--- src/hdl/lidar_scan_obstacle_segmenter_assert.svh ---
// ----------------------------------------------------------------------------
// lidar_scan_obstacle_segmenter_assert.svh
// Assertion macros for the segmenter top level.
// ----------------------------------------------------------------------------
`ifndef LIDAR_SCAN_OBSTACLE_SEGMENTER_ASSERT_SVH
`define LIDAR_SCAN_OBSTACLE_SEGMENTER_ASSERT_SVH

// Check a consequent in the same cycle as its antecedent.
`define LSOS_ASSERT_NOW(label, ante, cons, msg) \
    label: assert property (@(posedge clk) disable iff (!rst_n) (ante) |-> (cons)) \
        else $error(msg);

// Check a consequent in the cycle after its antecedent.
`define LSOS_ASSERT_NEXT(label, ante, cons, msg) \
    label: assert property (@(posedge clk) disable iff (!rst_n) (ante) |=> (cons)) \
        else $error(msg);

`endif

--- src/hdl/lsos_pkg.sv ---
// ----------------------------------------------------------------------------
// lsos_pkg
// Types, constants and command/status structs of the obstacle segmenter.
// ----------------------------------------------------------------------------
package lsos_pkg;

    localparam int SCAN_POINTS = 1024;
    localparam int ADDR_W      = $clog2(SCAN_POINTS);
    localparam int DIST_W      = 16;
    localparam int ANGLE_W     = 10;
    localparam int SUM_W       = 26;
    localparam int COUNT_W     = 11;
    localparam int CFG_IDX_W   = 2;

    typedef logic [ADDR_W-1:0]    addr_t;
    typedef logic [DIST_W-1:0]    dist_t;
    typedef logic [ANGLE_W-1:0]   angle_t;
    typedef logic [SUM_W-1:0]     sum_t;
    typedef logic [COUNT_W-1:0]   count_t;
    typedef logic [CFG_IDX_W-1:0] cfg_idx_t;

    localparam sum_t   SUM_MAX   = '1;
    localparam count_t COUNT_MAX = '1;
    localparam count_t COUNT_ONE = count_t'(1);
    localparam dist_t  FAR_DIST  = '1;

    localparam cfg_idx_t REG_MIN_DIST  = 2'd0;
    localparam cfg_idx_t REG_START_MAX = 2'd1;
    localparam cfg_idx_t REG_JUMP      = 2'd2;

    localparam dist_t MIN_DIST_RST  = 16'd20;
    localparam dist_t START_MAX_RST = 16'd5600;
    localparam dist_t JUMP_RST      = 16'd300;

    localparam logic OP_MEASURE  = 1'b0;
    localparam logic OP_BG_WRITE = 1'b1;

    // floor(d * 19 / 20) is (d * BG_SCALE_MUL) >> BG_MUL_W for every 16-bit d
    localparam int                  BG_MUL_W     = 25;
    localparam int                  BG_PROD_W    = DIST_W + BG_MUL_W;
    localparam logic [BG_MUL_W-1:0] BG_SCALE_MUL = BG_MUL_W'(31876718);

    typedef struct packed {
        logic load;
        logic prep;
        logic div_start;
        logic fin;
        logic bg_write;
        logic clear_step;
    } lsos_cmd_t;

    typedef struct packed {
        logic op;
        logic prep_valid;
        logic div_done;
        logic out_free;
        logic clear_last;
    } lsos_sts_t;

    function automatic logic in_range(angle_t a);
        return int'(a) < SCAN_POINTS;
    endfunction

endpackage

--- src/hdl/lsos_ctrl.sv ---
// ----------------------------------------------------------------------------
// lsos_ctrl
// Sequencer: background clear, item load, divide, update and write-back.
// ----------------------------------------------------------------------------
module lsos_ctrl (
    input  logic                clk,
    input  logic                rst_n,
    input  logic                in_valid,
    input  lsos_pkg::lsos_sts_t sts,
    output lsos_pkg::lsos_cmd_t cmd,
    output logic                in_ready
);

    localparam logic [2:0] S_CLEAR = 3'd0;
    localparam logic [2:0] S_IDLE  = 3'd1;
    localparam logic [2:0] S_PREP  = 3'd2;
    localparam logic [2:0] S_DIV   = 3'd3;
    localparam logic [2:0] S_FIN   = 3'd4;

    logic [2:0] state_reg, state_next;

    always_comb
    begin
        state_next = state_reg;
        cmd        = '0;
        in_ready   = 1'b0;
        case (state_reg)
            S_CLEAR:
            begin
                cmd.clear_step = 1'b1;
                if (sts.clear_last)
                begin
                    state_next = S_IDLE;
                end
            end
            S_IDLE:
            begin
                in_ready = 1'b1;
                if (in_valid)
                begin
                    cmd.load   = 1'b1;
                    state_next = S_PREP;
                end
            end
            S_PREP:
            begin
                if (sts.op == lsos_pkg::OP_BG_WRITE)
                begin
                    cmd.bg_write = 1'b1;
                    state_next   = S_IDLE;
                end
                else
                begin
                    cmd.prep = 1'b1;
                    if (sts.prep_valid)
                    begin
                        cmd.div_start = 1'b1;
                        state_next    = S_DIV;
                    end
                    else
                    begin
                        state_next = S_FIN;
                    end
                end
            end
            S_DIV:
            begin
                if (sts.div_done)
                begin
                    state_next = S_FIN;
                end
            end
            S_FIN:
            begin
                if (sts.out_free)
                begin
                    cmd.fin    = 1'b1;
                    state_next = S_IDLE;
                end
            end
            default:
            begin
                state_next = S_IDLE;
            end
        endcase
    end

    always_ff @(posedge clk or negedge rst_n)
    begin
        if (!rst_n)
        begin
            state_reg <= S_CLEAR;
        end
        else
        begin
            state_reg <= state_next;
        end
    end

endmodule

--- config.mk ---
export PLATFORM = sky130hd
export DESIGN_NAME = lsos_ctrl
export DESIGN_NICKNAME = d
export VERILOG_FILES = /design/src/hdl/lidar_scan_obstacle_segmenter_assert.svh /design/src/hdl/lsos_pkg.sv /design/src/hdl/lsos_ctrl.sv
export SDC_FILE = /design/constraint.sdc
export NUM_CORES = 1
export LEC_CHECK = 0
export BUFFER_PORTS_ARGS = -buffer_cell sky130_fd_sc_hd__buf_4
export CAP_MARGIN = 15
export CORE_AREA = 2 2 39 41
export DETAILED_ROUTE_END_ITERATION = 10
export DIE_AREA = 0 0 41 43
export PLACE_DENSITY_LB_ADDON = 0.1
export RECOVER_POWER = 25
export SYNTH_ARGS = -nofsm -noshare
export SYNTH_HDL_FRONTEND = slang
export SYNTH_SLANG_ARGS = --single-unit
--- constraint.sdc ---
create_clock -name clk -period 1.6 [get_ports clk]
set_clock_uncertainty 0.2 [all_clocks]
set_input_delay 0.16 -clock clk [delete_from_list [all_inputs] [get_ports clk]]
set_output_delay 0.16 -clock clk [all_outputs]
set_load 0.03 [all_outputs]
## After elaboration in Yosys (flattened, before gate mapping)

Cells that the tools add are included.

- Register bits after elaboration: 3
- Bits of input ports: 8
- Output and inout port bits: 7
- Logic and storage cells: 29

- Equality and inequality tests: 8
- Mux-type cells: 18
- Reduce and logical (&&, ||, !) cells: 2

Operator list:

| kind | count |
|---|---|
| $mux W3 | 6 |
| $pmux W3 S5 | 1 |
| $mux W1 | 9 |
| $ne A2 B2 Y1 const B | 4 |
| $eq A3 B2 Y1 const B | 2 |
| $mux W2 | 2 |
| $reduce_and A4 Y1 | 1 |
| $eq A3 B1 Y1 const B | 1 |
| $eq A3 B3 Y1 const B | 1 |
| $logic_not A3 Y1 | 1 |

## Depth between registers and ports, before layout

- Depth in word-level cells: 3
- Mapped depth: 4
- Mapped depth without buffers: 3

## Worst setup path before layout

No wires, ideal clock.

- Path kind: register to output
- From: reg state_reg[2]
- To: out cmd[3] in the netlist's numbering
- Arrival time: 1.636 ns
- Required time: 1.240 ns
- Setup slack: -0.396 ns
- Stages on the path, launching flop included: 4
- Buffers on the path: 1
- Cell sequence: dfrtp_1 > buf_2 > nor4_2 > and2_1

RTL lines:

| element | line | text |
|---|---|---|
| start: declaration | lsos_ctrl.sv:20 | `logic [2:0] state_reg, state_next;` |
| start signal: assignment | lsos_ctrl.sv:96 | `state_reg <= state_next;` |
| end: declaration | lsos_ctrl.sv:10 | `output lsos_pkg::lsos_cmd_t cmd,` |

==> impl_metrics.yaml <==
placed_design:
  place_area_um2: 372
  post-dp-hpwl_um: 562
  routabilityCongestion: 0.759
  portBuffers: 14
critical_path:
  worst-setup-path-type: "reg -> out"
  endpoint_kind: "output pin"
  cp-start-kind: "flip-flop"
  required_ns: 1.24
  cp_cell_sequence: "nor4_4 > and2_1 > buf_6"
  rr_startpoint: "state_reg[2]"
  cpPeakStageDelay_ns: 0.42
  startpoint: "state_reg[2]"
  crit_family: "simple AND/OR/NAND/NOR gates"
  worst-path-max-fanout: 3
  crit_arrival_ns: 1.28
  worst-path-buf-inv: 1
  crit_slowest_cell: "dfrtp_2"
timing:
  slew_viol_final: 0
  slew_headroom_pct: 79.2
  setup_viol: 3
  fmax_ghz: 0.611
  tightest_slew_ns: 0.312
  hold_violations: 0
  layout_setup_ws_ns: -0.0355
  rsz0062_at_grt: "yes"
  period_needed_ns: 1.64
  setup_tns_ns: -0.0629
  layout_worst_path_cycle_share_pct: 102
layout:
  stdcell_area_um2: 473
  drive_above_1_share_pct: 60.8
  num_antenna_cells: 0
  nets: 60
  fin_util_pct: 34.2
  area_growth_pct: 102
  largest_register_ffs: 3
  fillers: 164
synthesis:
  ys_types: 18
  yosysWarnings: 0
  syn-num-nets: 37
  postSynthAreaPerCell_um2: 8.07
  yosysTopAreaCellShare_pct: 32.1
  synth_area_um2: 234
  seq_area_frac_synth_pct: 32.1
  netlist_instances: 29
  yosys.area.top_type: "dfrtp_1"
  ys_ff_latch: 3
  ys_top_cells_by_area: "dfrtp_1, nand2b_1, a21oi_1"
power:
  power.density_nw_per_um2: 1750
  combPwrFrac_pct: 61.7
  vdd_drop_max_mv: 0.550
  switching_share_pct: 46.0
  internal-power_w: 0.000446
  p_clk_share_pct: 16.1
  power.leakage_nw: 0.209
  p_seq_share_pct: 22.2
  power.switching_w: 0.000380
clock_network:
  htree_levels: 1
  cts_root_buf: "clkbuf_4"
  numClockSinks: 3
  cts_tree: "yes"
  clk_latency_ns: 0.23
  clk_pin_slew_ns: 0.03
  clockBufferDepth: 2
  cts_buffers: 3
global_route:
  grt_pass1_wl_mm: 1.18
  grt_max_degree: 10
  antenna_found_initial: 0
  grt_pass1_vias: 277
  grt_use_total_pct: 10.3
  grt_overflow_total: 0
floorplan:
  num_rows: 14
  die_w_um: 41
  start_util_pct: 16.9
  die_area_um2: 1760
  die_h_um: 43
  io_pins: 15
  coreArea_um2: 1380
route:
  routed-via-count: 296
  vias_per_cell: 4.42
  drt_iter0_drc: 7
  drcViolationCount: 0
  dr.pass1.iters: 2
  drt_wl_total_um: 731
  ant_nets: 0
  wl_per_cell_um: 10.9
run_status:
  run_status: "complete, but fails checks"
  violations: "negative setup slack"
hold_path:
  hold_path.class: "in -> reg"
  hold_start: "sts[3]"
flow_run:
  drv_cap: 0
[kinds of logic (layout without fill, tap and decap cells)]
group | count (synthesis) | count (layout) | synth area share [%]
DFF | 3 | 3 | 32.1
and+or+nand+nor | 15 | 15 | 38.0
buffers and inverters | 4 | 26 | 7.48
muxes | 1 | 1 | 4.28
AOI/OAI and AO/OA | 6 | 6 | 18.2
[what timing repair did]
| item | in CTS | in global routing |
|---|---|---|
| setup buffers | 0 | 3 |
| gates resized for setup | 3 | 7 |
| cloned | 0 | 0 |
| hold buffers | 2 | 0 |
| hold endpoints to repair | 4 | 0 |
| pin swaps | 1 | 2 |
| setup endpoints to repair | 3 | 5 |
[synthesized netlist by cell type, drive strengths merged]
cell    number
nand2        2
nor4         1
o32ai        1
inv          2
and3         1
dfrtp        3
buf          2
a221oi       1
nor2         3
or4          1
a21bo        1
nor3         2
nand2b       3
and2         1
a21oi        3
mux2i        1
nor4b        1
[worst paths after layout]
| path | to | slack (ns) | cells after the start |
|---|---|---|---|
| worst max-delay path | cmd[3] | -0.04 | 3 |
| worst min-delay path | state_reg[0] | 0.05 | 3 |
| worst max register to register | state_reg[0] | 0.12 | 4 |
| worst min register to register | state_reg[1] | 0.40 | 2 |
| max in group asynchronous | state_reg[2] | 0.97 | 2 |
| min in group asynchronous | state_reg[1] | 0.06 | 2 |
[cell type report]
cell class	count	area, µm²	area share (%)
Clock buffer	4	26.3	5.56
Tap cell	16	20.0	4.23
Multi-Input combinational cell	22	181	38.4
Timing Repair Buffer	20	159	33.6
Sequential cell	3	78.8	16.7
Inverter	2	7.51	1.59
[tightest hold or removal path, delay by kind of cell]
family / cells / cell delay (ns)
buffers and inverters: 2 / 0.18
AOI/OAI and AO/OA: 1 / 0.09
[through the flow]
| stage | setup slack (ns) | power (W) | cells | hold slack [ns] |
|---|---|---|---|---|
| after floorplan | -0.177 | 0.000435 | 29 | -0.336 |
| after global placement | 0.156 | 0.000574 | 58 | -0.247 |
| after detailed placement | 0.136 | 0.000578 | 58 | -0.248 |
| after CTS | -0.0768 | 0.000731 | 64 | 0.0352 |
| after global routing | -0.112 | 0.000894 | 67 | 0.0418 |
| final | -0.0355 | 0.000826 | 67 | 0.0490 |
[power by group through the flow]
| stage | clock network [W] | logic, W | registers, W |
|---|---|---|---|
| 2_1_floorplan | 0 | 0.000310 | 0.000125 |
| 3_3_place_gp | 0 | 0.000391 | 0.000182 |
| 3_5_place_dp | 0 | 0.000393 | 0.000185 |
| 4_1_cts | 0.000142 | 0.000400 | 0.000188 |
| 5_1_grt | 0.000153 | 0.000549 | 0.000193 |
| 6_report | 0.000133 | 0.000509 | 0.000183 |
[layout by cell type (no fill, tap or decap), types with 2 or more instances in the layout]
| cell type | instances |
|---|---|
| a21oi_1 | 3 |
| buf_6 | 2 |
| dfrtp_2 | 3 |
| dlygate4sd3_1 | 2 |
| clkbuf_4 | 3 |
| nand2b_4 | 2 |
| nand2_1 | 2 |
| nor2_2 | 2 |
| clkbuf_1 | 2 |
| buf_4 | 15 |
[per-layer routing]
layer	GRT usage, %	part of all wire (%)	up-vias	wire [µm]
li1	-	-	147	-
met4	2.00	0	0	0
met2	13.8	52	11	381
met5	0	0	-	0
met1	12.6	40	138	289
met3	8.38	8.3	0	61
Power figures use the tool's default switching activity.
